File: config.mk
export PLATFORM = sky130hd
export DESIGN_NAME = multichannel_frame_rate_gate
export DESIGN_NICKNAME = d
export VERILOG_FILES = /design/src/mfrg_pkg.sv /design/src/multichannel_frame_rate_gate.sv /design/src/mfrg_div.sv
export SDC_FILE = /design/constraint.sdc
export NUM_CORES = 2
export LEC_CHECK = 0
export BUFFER_PORTS_ARGS = -buffer_cell sky130_fd_sc_hd__buf_2
export CAP_MARGIN = 25
export CORE_ASPECT_RATIO = 1.5
export CORE_MARGIN = 2
export CORE_UTILIZATION = 46
export CTS_CLUSTER_SIZE = 40
export DETAILED_ROUTE_END_ITERATION = 10
export PLACE_DENSITY = 0.6
export RECOVER_POWER = 25
export SYNTH_ARGS = -nofsm -noshare
export SYNTH_HDL_FRONTEND = slang
export SYNTH_SLANG_ARGS = --single-unit
File: constraint.sdc
create_clock -name clk -period 16.7 [get_ports clk]
set_clock_uncertainty 0.1 [all_clocks]
set_input_delay 2.505 -clock clk [delete_from_list [all_inputs] [get_ports clk]]
set_output_delay 2.505 -clock clk [all_outputs]
set_load 0.05 [all_outputs]
File: src/mfrg_pkg.sv
// ============================================================================
// mfrg_pkg: shared types and constants of the multichannel frame rate gate
// Holds the widths, command and register codes, the sequencer states and the
// status bundle of the shared serial divider.
// ============================================================================
`default_nettype none

package mfrg_pkg;

    localparam int CHANNELS  = 16;
    localparam int TIME_BITS = 48;
    localparam int CH_W      = $clog2(CHANNELS);

    localparam int PERIOD_W  = 20;
    localparam int DIVD_W    = 24;
    localparam int DIVS_W    = 10;
    localparam int TOKEN_W   = 21;
    localparam int RATE_W    = 8;
    localparam int ACT_W     = 5;
    localparam int REFILL_W  = TOKEN_W + RATE_W;
    localparam int SUM_W     = REFILL_W + 1;
    localparam int DCNT_W    = $clog2(DIVD_W + 1);

    localparam logic [PERIOD_W-1:0] US_PER_S   = 20'd1000000;
    localparam logic [TOKEN_W-1:0]  ONE_TOKEN  = 21'd1000000;
    localparam logic [TOKEN_W-1:0]  TOKEN_CAP  = 21'd2000000;

    localparam logic [ACT_W-1:0]  ACT_RESET  = 5'd1;
    localparam logic [RATE_W-1:0] RATE_RESET = 8'd30;

    localparam logic [1:0] CMD_FRAME   = 2'd0;
    localparam logic [1:0] CMD_BACKOFF = 2'd1;
    localparam logic [1:0] CMD_CLEAR   = 2'd2;

    localparam logic REG_ACTIVE_CHANNELS = 1'b0;
    localparam logic REG_PREVIEW_RATE    = 1'b1;

    typedef enum logic [3:0] {
        ST_IDLE,
        ST_PER_GO,
        ST_PER_WAIT,
        ST_PH_MUL,
        ST_PH_GO,
        ST_PH_WAIT,
        ST_JUDGE,
        ST_DECIDE,
        ST_ACCUM,
        ST_APPLY
    } state_t;

    typedef struct packed {
        logic busy;
        logic done;
    } div_stat_t;

endpackage

`default_nettype wire

File: src/multichannel_frame_rate_gate.sv
// ============================================================================
// multichannel_frame_rate_gate: per-channel frame gate with preview bucket
// Decides per frame event whether the frame is analysed and whether it goes
// to preview; handles backoff and channel clear events.
// ============================================================================
// A frame or backoff request runs the 24-step serial divider that derives
// the period from target_fps. The first frame on a channel without a due
// time runs the same divider a second time for the phase offset. Clear and
// unused requests skip the divider and go straight to the apply step. One
// request is in work at a time; in_ready is high only while the sequencer
// is idle, and a finished result waits in the output register while the
// next request is taken. Configuration writes are always accepted.
`default_nettype none

module multichannel_frame_rate_gate
    import mfrg_pkg::*;
(
    input  wire logic                 clk,
    input  wire logic                 rst_n,

    input  wire logic                 cfg_valid,
    output logic                      cfg_ready,
    input  wire logic                 cfg_index,
    input  wire logic [7:0]           cfg_data,

    input  wire logic                 in_valid,
    output logic                      in_ready,
    input  wire logic [1:0]           cmd,
    input  wire logic [3:0]           channel,
    input  wire logic [TIME_BITS-1:0] now_us,
    input  wire logic [9:0]           target_fps,
    input  wire logic [3:0]           display_slot,
    input  wire logic                 preview_active,

    output logic                      out_valid,
    input  wire logic                 out_ready,
    output logic                      process,
    output logic                      preview_send,
    output logic                      preview_restart
);

    state_t state_reg;
    state_t state_next;

    logic [ACT_W-1:0]  active_channels_reg;
    logic [RATE_W-1:0] preview_rate_reg;

    logic [1:0]           cmd_reg;
    logic [3:0]           chan_reg;
    logic                 chan_ok_reg;
    logic [TIME_BITS-1:0] now_reg;
    logic [9:0]           fps_reg;
    logic [3:0]           slot_reg;
    logic                 active_reg;

    logic [CHANNELS-1:0]  due_valid_reg;
    logic [CHANNELS-1:0]  started_reg;
    logic [TOKEN_W-1:0]   token_level_reg [CHANNELS];
    logic [TIME_BITS-1:0] due_mem [CHANNELS];
    logic [TIME_BITS-1:0] last_mem [CHANNELS];
    logic [TIME_BITS-1:0] due_rd_reg;
    logic [TIME_BITS-1:0] last_rd_reg;

    logic [PERIOD_W-1:0]  period_reg;
    logic [DIVD_W-1:0]    prod_reg;
    logic [TIME_BITS-1:0] due_work_reg;
    logic [TIME_BITS:0]   due_p1_reg;
    logic [TIME_BITS:0]   due_p2_reg;
    logic [TOKEN_W-1:0]   elapsed_reg;
    logic [TIME_BITS-1:0] due_new_reg;
    logic                 hit_reg;
    logic [REFILL_W-1:0]  refill_reg;
    logic [TOKEN_W-1:0]   tok_sum_reg;

    logic                 out_valid_reg;
    logic                 process_reg;
    logic                 preview_send_reg;
    logic                 preview_restart_reg;

    logic                 in_fire;
    logic                 out_free;
    logic                 apply_fire;
    logic [CH_W-1:0]      chan_idx;
    logic                 div_start;
    logic [DIVD_W-1:0]    div_dividend;
    logic [DIVS_W-1:0]    div_divisor;
    logic [DIVD_W-1:0]    div_quo;
    div_stat_t            div_stat;
    logic [9:0]           fps_div;
    logic [ACT_W-1:0]     act_div;
    logic [TIME_BITS-1:0] diff;
    logic [TIME_BITS-1:0] now_half;
    logic                 due_hit;
    logic                 due_late;
    logic [SUM_W-1:0]     tok_add;
    logic                 tok_hit;
    logic [TOKEN_W-1:0]   tok_cur;

    assign cfg_ready  = 1'b1;
    assign in_ready   = (state_reg == ST_IDLE);
    assign in_fire    = in_valid && in_ready;
    assign out_free   = !out_valid_reg || out_ready;
    assign apply_fire = (state_reg == ST_APPLY) && out_free;
    assign chan_idx   = chan_reg[CH_W-1:0];
    assign tok_cur    = token_level_reg[chan_idx];

    assign fps_div  = (fps_reg == '0) ? 10'd1 : fps_reg;
    assign act_div  = (active_channels_reg == '0) ? ACT_RESET : active_channels_reg;
    assign div_dividend = (state_reg == ST_PH_GO) ? prod_reg : DIVD_W'(US_PER_S);
    assign div_divisor  = (state_reg == ST_PH_GO) ? DIVS_W'(act_div) : DIVS_W'(fps_div);

    assign diff     = now_reg - last_rd_reg;
    assign now_half = now_reg + TIME_BITS'(period_reg >> 1);
    assign due_hit  = now_reg >= due_work_reg;
    assign due_late = {1'b0, now_reg} > due_p2_reg;
    assign tok_add  = SUM_W'(tok_cur) + SUM_W'(refill_reg);
    assign tok_hit  = tok_sum_reg >= ONE_TOKEN;

    mfrg_div u_div
    (
        .clk      (clk),
        .rst_n    (rst_n),
        .start    (div_start),
        .dividend (div_dividend),
        .divisor  (div_divisor),
        .quotient (div_quo),
        .stat     (div_stat)
    );

    always_ff @(posedge clk or negedge rst_n)
    begin
        if (!rst_n)
        begin
            state_reg <= ST_IDLE;
        end
        else
        begin
            state_reg <= state_next;
        end
    end

    always_comb
    begin
        state_next = state_reg;
        div_start  = 1'b0;
        unique case (state_reg)
            ST_IDLE:
            begin
                if (in_fire)
                begin
                    if ((int'(channel) < CHANNELS) &&
                        (cmd == CMD_FRAME || cmd == CMD_BACKOFF))
                    begin
                        state_next = ST_PER_GO;
                    end
                    else
                    begin
                        state_next = ST_APPLY;
                    end
                end
            end
            ST_PER_GO:
            begin
                div_start  = 1'b1;
                state_next = ST_PER_WAIT;
            end
            ST_PER_WAIT:
            begin
                if (div_stat.done)
                begin
                    if (cmd_reg == CMD_FRAME && !due_valid_reg[chan_idx])
                    begin
                        state_next = ST_PH_MUL;
                    end
                    else
                    begin
                        state_next = ST_JUDGE;
                    end
                end
            end
            ST_PH_MUL:
            begin
                state_next = ST_PH_GO;
            end
            ST_PH_GO:
            begin
                div_start  = 1'b1;
                state_next = ST_PH_WAIT;
            end
            ST_PH_WAIT:
            begin
                if (div_stat.done)
                begin
                    state_next = ST_JUDGE;
                end
            end
            ST_JUDGE:
            begin
                state_next = ST_DECIDE;
            end
            ST_DECIDE:
            begin
                state_next = ST_ACCUM;
            end
            ST_ACCUM:
            begin
                state_next = ST_APPLY;
            end
            ST_APPLY:
            begin
                if (out_free)
                begin
                    state_next = ST_IDLE;
                end
            end
            default:
            begin
                state_next = ST_IDLE;
            end
        endcase
    end

    // configuration registers
    always_ff @(posedge clk or negedge rst_n)
    begin
        if (!rst_n)
        begin
            active_channels_reg <= ACT_RESET;
            preview_rate_reg    <= RATE_RESET;
        end
        else if (cfg_valid && cfg_ready)
        begin
            unique case (cfg_index)
                REG_ACTIVE_CHANNELS: active_channels_reg <= cfg_data[ACT_W-1:0];
                REG_PREVIEW_RATE:    preview_rate_reg    <= cfg_data[RATE_W-1:0];
                default:             ;
            endcase
        end
    end

    // hold request payload and run the datapath steps
    always_ff @(posedge clk)
    begin
        if (in_fire)
        begin
            cmd_reg     <= cmd;
            chan_reg    <= channel;
            chan_ok_reg <= int'(channel) < CHANNELS;
            now_reg     <= now_us;
            fps_reg     <= target_fps;
            slot_reg    <= display_slot;
            active_reg  <= preview_active;
        end

        if (state_reg == ST_PER_WAIT && div_stat.done)
        begin
            period_reg   <= div_quo[PERIOD_W-1:0];
            due_work_reg <= due_rd_reg;
        end

        if (state_reg == ST_PH_MUL)
        begin
            prod_reg <= DIVD_W'(period_reg) * DIVD_W'(slot_reg);
        end

        if (state_reg == ST_PH_WAIT && div_stat.done)
        begin
            due_work_reg <= now_reg + TIME_BITS'(div_quo);
        end

        if (state_reg == ST_JUDGE)
        begin
            due_p1_reg <= {1'b0, due_work_reg} + (TIME_BITS + 1)'(period_reg);
            due_p2_reg <= {1'b0, due_work_reg} + (TIME_BITS + 1)'({period_reg, 1'b0});
            if (now_reg < last_rd_reg)
            begin
                elapsed_reg <= '0;
            end
            else if (diff >= TIME_BITS'(TOKEN_CAP))
            begin
                elapsed_reg <= TOKEN_CAP;
            end
            else
            begin
                elapsed_reg <= diff[TOKEN_W-1:0];
            end
        end

        if (state_reg == ST_DECIDE)
        begin
            hit_reg    <= due_hit;
            refill_reg <= REFILL_W'(elapsed_reg) * REFILL_W'(preview_rate_reg);
            if (cmd_reg == CMD_BACKOFF)
            begin
                due_new_reg <= now_half;
            end
            else if (!due_hit)
            begin
                due_new_reg <= due_work_reg;
            end
            else if (due_late)
            begin
                due_new_reg <= now_half;
            end
            else
            begin
                due_new_reg <= due_p1_reg[TIME_BITS-1:0];
            end
        end

        if (state_reg == ST_ACCUM)
        begin
            tok_sum_reg <= (tok_add > SUM_W'(TOKEN_CAP)) ? TOKEN_CAP
                                                         : tok_add[TOKEN_W-1:0];
        end

        if (apply_fire)
        begin
            process_reg         <= chan_ok_reg && cmd_reg == CMD_FRAME && hit_reg;
            preview_send_reg    <= chan_ok_reg && cmd_reg == CMD_FRAME && active_reg &&
                                   (!started_reg[chan_idx] || tok_hit);
            preview_restart_reg <= chan_ok_reg && cmd_reg == CMD_FRAME && active_reg &&
                                   !started_reg[chan_idx];
        end
    end

    // per-channel time stores
    always_ff @(posedge clk)
    begin
        due_rd_reg  <= due_mem[chan_idx];
        last_rd_reg <= last_mem[chan_idx];
        if (apply_fire && chan_ok_reg)
        begin
            if (cmd_reg == CMD_FRAME || cmd_reg == CMD_BACKOFF)
            begin
                due_mem[chan_idx] <= due_new_reg;
            end
            if (cmd_reg == CMD_FRAME && active_reg)
            begin
                last_mem[chan_idx] <= now_reg;
            end
        end
    end

    // per-channel flags and token bucket
    always_ff @(posedge clk or negedge rst_n)
    begin
        if (!rst_n)
        begin
            due_valid_reg <= '0;
            started_reg   <= '0;
            for (int i = 0; i < CHANNELS; i++)
            begin
                token_level_reg[i] <= ONE_TOKEN;
            end
        end
        else if (apply_fire && chan_ok_reg)
        begin
            case (cmd_reg)
                CMD_FRAME:
                begin
                    due_valid_reg[chan_idx] <= 1'b1;
                    if (!active_reg)
                    begin
                        started_reg[chan_idx]     <= 1'b0;
                        token_level_reg[chan_idx] <= ONE_TOKEN;
                    end
                    else if (!started_reg[chan_idx])
                    begin
                        started_reg[chan_idx]     <= 1'b1;
                        token_level_reg[chan_idx] <= '0;
                    end
                    else if (tok_hit)
                    begin
                        token_level_reg[chan_idx] <= tok_sum_reg - ONE_TOKEN;
                    end
                    else
                    begin
                        token_level_reg[chan_idx] <= tok_sum_reg;
                    end
                end
                CMD_BACKOFF:
                begin
                    due_valid_reg[chan_idx] <= 1'b1;
                end
                CMD_CLEAR:
                begin
                    due_valid_reg[chan_idx]   <= 1'b0;
                    started_reg[chan_idx]     <= 1'b0;
                    token_level_reg[chan_idx] <= ONE_TOKEN;
                end
                default:
                begin
                end
            endcase
        end
    end

    // output register
    always_ff @(posedge clk or negedge rst_n)
    begin
        if (!rst_n)
        begin
            out_valid_reg <= 1'b0;
        end
        else if (apply_fire)
        begin
            out_valid_reg <= 1'b1;
        end
        else if (out_ready)
        begin
            out_valid_reg <= 1'b0;
        end
    end

    assign out_valid       = out_valid_reg;
    assign process         = process_reg;
    assign preview_send    = preview_send_reg;
    assign preview_restart = preview_restart_reg;

`ifndef NO_ASSERTIONS
    a_restart_sends: assert property (@(posedge clk) disable iff (!rst_n)
        out_valid && preview_restart |-> preview_send)
        else $error("preview restart without preview frame");

    a_div_done_wait: assert property (@(posedge clk) disable iff (!rst_n)
        div_stat.done |-> (state_reg == ST_PER_WAIT || state_reg == ST_PH_WAIT))
        else $error("divider finished outside a wait state");

    a_token_cap: assert property (@(posedge clk) disable iff (!rst_n)
        (state_reg != ST_IDLE) |-> token_level_reg[chan_idx] <= TOKEN_CAP)
        else $error("token level above cap");

    a_result_from_apply: assert property (@(posedge clk) disable iff (!rst_n)
        $rose(out_valid) |-> $past(state_reg == ST_APPLY))
        else $error("result raised outside apply step");
`endif

endmodule

`default_nettype wire

File: src/mfrg_div.sv
// ============================================================================
// mfrg_div: shared serial divider
// Restoring division, one quotient bit per cycle. A start request loads the
// operands; done pulses for one cycle when the quotient is ready and held.
// ============================================================================
`default_nettype none

module mfrg_div
    import mfrg_pkg::*;
(
    input  wire logic              clk,
    input  wire logic              rst_n,
    input  wire logic              start,
    input  wire logic [DIVD_W-1:0] dividend,
    input  wire logic [DIVS_W-1:0] divisor,
    output logic [DIVD_W-1:0]      quotient,
    output div_stat_t              stat
);

    logic              busy_reg;
    logic              done_reg;
    logic [DCNT_W-1:0] count_reg;
    logic [DIVD_W-1:0] quo_reg;
    logic [DIVS_W-1:0] rem_reg;
    logic [DIVS_W-1:0] divisor_reg;

    logic [DIVS_W:0]   rem_shift;
    logic              step_ge;
    logic [DIVS_W:0]   rem_sub;
    logic              last_step;

    assign rem_shift = {rem_reg, quo_reg[DIVD_W-1]};
    assign step_ge   = rem_shift >= {1'b0, divisor_reg};
    assign rem_sub   = rem_shift - {1'b0, divisor_reg};
    assign last_step = busy_reg && (count_reg == DCNT_W'(DIVD_W - 1));

    always_ff @(posedge clk or negedge rst_n)
    begin
        if (!rst_n)
        begin
            busy_reg  <= 1'b0;
            done_reg  <= 1'b0;
            count_reg <= '0;
        end
        else
        begin
            done_reg <= last_step;
            if (start)
            begin
                busy_reg  <= 1'b1;
                count_reg <= '0;
            end
            else if (busy_reg)
            begin
                count_reg <= count_reg + 1'b1;
                if (last_step)
                begin
                    busy_reg <= 1'b0;
                end
            end
        end
    end

    always_ff @(posedge clk)
    begin
        if (start)
        begin
            quo_reg     <= dividend;
            rem_reg     <= '0;
            divisor_reg <= divisor;
        end
        else if (busy_reg)
        begin
            quo_reg <= {quo_reg[DIVD_W-2:0], step_ge};
            rem_reg <= step_ge ? rem_sub[DIVS_W-1:0] : rem_shift[DIVS_W-1:0];
        end
    end

    assign quotient  = quo_reg;
    assign stat.busy = busy_reg;
    assign stat.done = done_reg;

endmodule

`default_nettype wire
==> metrics.cfg <==
[place]
place_ws_ps=9220
io_buffers=87
place_congestion=0.921
dp_hpwl_um=195000

[logic_synthesis]
avgSynthCellArea_um2=15.0
ys_seq_area_frac=0.629
synth.distinct_cells=91
ys_ff_latch=2450
synth_ff_type=edfxtp_1
synth_area_leaders=edfxtp_1 52%, mux4_2 12%, dfrtp_1 6.1%, ha_1 3.8%, fa_1 2.8%
syn_nets=8065
yosysTopAreaCell=edfxtp_1
yosysTopAreaCellShare=0.521
netlist_area_mm2=0.112
synthArstFlopShare=0.160
synth_edf_count=1951
syn_inst=7487
yosys_warnings=0

[route]
ant_nets=0
postRouteWirelength_um=307000
vias_per_cell=5.94
drc_errors=0
dr.pass1.iters=6
wl_per_cell_um=27.7
drtIter0Drc=6036
num_vias=65943

[timing]
final_hold_viol_count=0
setup_viol=0
fin_crit_sh=0.440
period_needed_ps=7350
drv_slew=550
tightest_slew_ps=1760
relSlewSlack=-0.170
rsz0062_at_grt=no
fin_ws_ps=9350
timing.fmax_mhz=136
tns_ps=0

[critical_path]
cp.required_ps=17250
reg2reg_slack_ps=9350
cp.arrival_ps=7900
cp_slowest_stage_delay_ps=860
crit_chain=buf_4 -> buf_4 -> buf_4 -> mux4_2 -> mux4_2 -> ha_1 -> a21boi_1 -> o31ai_1 -> a21oi_1 -> a41oi_1 -> o21ai_1 -> a211oi_1 -> a41o_1 -> nand4_1 -> or3b_1 -> or2_2
worst-setup-path-type=reg2reg
crit_slowest_cell=buf_4
cpMostUsedCell=buf_4
critPathCaptureType=flop
critPathMaxFanout=64
critPathLaunchType=flop

[outcome]
status=finished with violations
violations=capacitance limit, slew limit

[die]
ios=89
core_area_mm2=0.243
design.die.area_mm2=0.249
rows=222
dieHeight_um=610
die_w_um=408
initial_core_util=0.462

[power]
p_leak_nw=45.0
peakVddDrop_mv=0.293
powerDensity_mw_per_mm2=155

[cells_and_area]
fin_nets=8221
drive_gt1_frac=0.180
areaGrowthSynthToFinish_pct=11.3
fillers=20240

[job]
maxCapViolCount=24

[clock_tree]
postCtsSetupRepairBufs=0
cts_tree=built
clock_sink_count=2450
clk_pin_slew_ps=70
insertion_delay_ps=910
hold_buffers=0
ctsResizeCount=0
cts_buffer_depth=4
numCtsBuffers=238
cts-root-buf=clkbuf_16
cts.htree.levels=4

[min_path]
worstHoldPathType=reg2reg

[grt]
grt_pass1_vias=67909
grt_max_degree=122
grt_pass1_wl_um=453000
grt_overflow=0
groute.usage.overall=0.246
antenna_found_initial=8

## stage by stage
step / hold WS, ps / area (um^2) / util / total power [mW] / cells
global placement: 352 / 117000 / 0.482 / 14.0 / 10642
global route: 380 / 125000 / 0.514 / 20.5 / 11091
finish: 373 / 125000 / 0.514 / 19.4 / 11094
floorplan: 333 / 112000 / - / 12.3 / 7487
detailed placement: 356 / 117000 / 0.482 / 14.1 / 10644
CTS: 370 / 125000 / 0.514 / 19.6 / 11083
## worst max-delay path, delay by kind of cell (launching register included)
kind                     cells  cell delay (ps)
buffers and inverters        3             2240
AO/OA/AOI/OAI                7             1980
AND/OR/NAND/NOR              3             1080
multiplexers                 2              920
adder cells (fa/ha/maj)      1              350
flip-flops                   1              320
## cell usage after synthesis, types with 10 or more instances
cell type	number
edfxtp_1	1951
nand2_1	603
mux4_2	595
o21ai_0	461
inv_1	392
nor2_1	387
ha_1	338
a21oi_1	294
clkbuf_1	292
dfrtp_1	276
xnor2_1	198
and2_1	166
fa_1	157
dfstp_2	117
nor3_1	111
a21o_1	107
dfxtp_1	106
nand3_1	93
xor2_1	90
nand4_1	60
nor2b_1	51
buf_1	47
nand2b_1	44
a22o_1	40
and3_1	40
o22a_1	39
o21a_1	33
o31ai_1	32
a211oi_1	26
a31oi_1	24
a22oi_1	23
a221oi_1	19
or3_1	19
nor4_1	18
o21bai_1	18
mux2_2	16
o211ai_1	14
a32o_1	13
or2_2	11
a21boi_0	10
and4_1	10
## path summary, 6_finish.rpt
check / from / end / cells past startpoint
worst min register to register: token_level_reg[144] / token_level_reg[144] / 2
worst max register to register: chan_idx[1] / tok_sum_reg[15] / 16
min in group asynchronous: rst_n / token_level_reg[318] / 1
max in group asynchronous: rst_n / state_reg[2] / 3
worst max-delay path: chan_idx[1] / tok_sum_reg[15] / 16
worst min-delay path: token_level_reg[144] / token_level_reg[144] / 2
## final cells by class
type | count | area [um^2] | share of cell area
Tap cell | 3248 | 4060 | 0.0325
Inverter | 393 | 1480 | 0.0118
Antenna cell | 4 | 10.0 | 0.0000800
Multi-Input combinational cell | 4298 | 39300 | 0.314
Sequential cell | 2450 | 70700 | 0.565
Clock inverter | 119 | 1270 | 0.0101
Timing Repair Buffer | 262 | 1770 | 0.0142
Clock buffer | 320 | 6560 | 0.0524
## metal layers
metal | track usage | vias to the layer above | part of all wire
met2 | 0.439 | 2150 | 0.52
met4 | 0.111 | 4 | 0.049
met5 | 0 | - | 0.000088
li1 | - | 28711 | -
met3 | 0.0271 | 665 | 0.051
met1 | 0.300 | 34413 | 0.38
## layout by cell type (no fill, tap or decap), types with 39 or more instances in the layout
cell / n
edfxtp_1: 1951
nand2_1: 600
mux4_2: 595
o21ai_0: 460
inv_1: 389
nor2_1: 352
ha_1: 338
a21oi_1: 291
dfrtp_1: 276
clkbuf_16: 242
xnor2_1: 198
and2_1: 165
fa_1: 157
buf_4: 128
dfstp_2: 117
nor3_1: 108
a21o_1: 107
dfxtp_1: 106
clkbuf_1: 93
nand3_1: 90
xor2_1: 90
buf_2: 86
nand4_1: 60
nor2b_1: 50
clkinv_2: 45
nand2b_1: 43
and3_1: 40
a22o_1: 40
o22a_1: 39
## logic make-up (layout without fill, tap and decap cells)
logic type                 Yosys count  in the layout  share of synthesized area
xor gates and xnor gates           288            288                     0.0224
DFF                               2450           2450                      0.629
and+or+nand+nor                   1649           1649                     0.0683
muxes                              615            615                      0.121
AOI/OAI and AO/OA                 1250           1250                     0.0691
buffers and inverters              739           1094                     0.0248
adders and majority gates          495            495                     0.0656
other                                1              5                  0.0000333
## power by group
group	leakage [nW]	switching, mW	total [mW]	internal (mW)
sequential	23.5	0.401	7.83	7.42
clock	3.82	2.36	5.47	3.11
combinational	17.7	3.54	6.15	2.61
No activity file was read; power rests on OpenSTA's default activity.
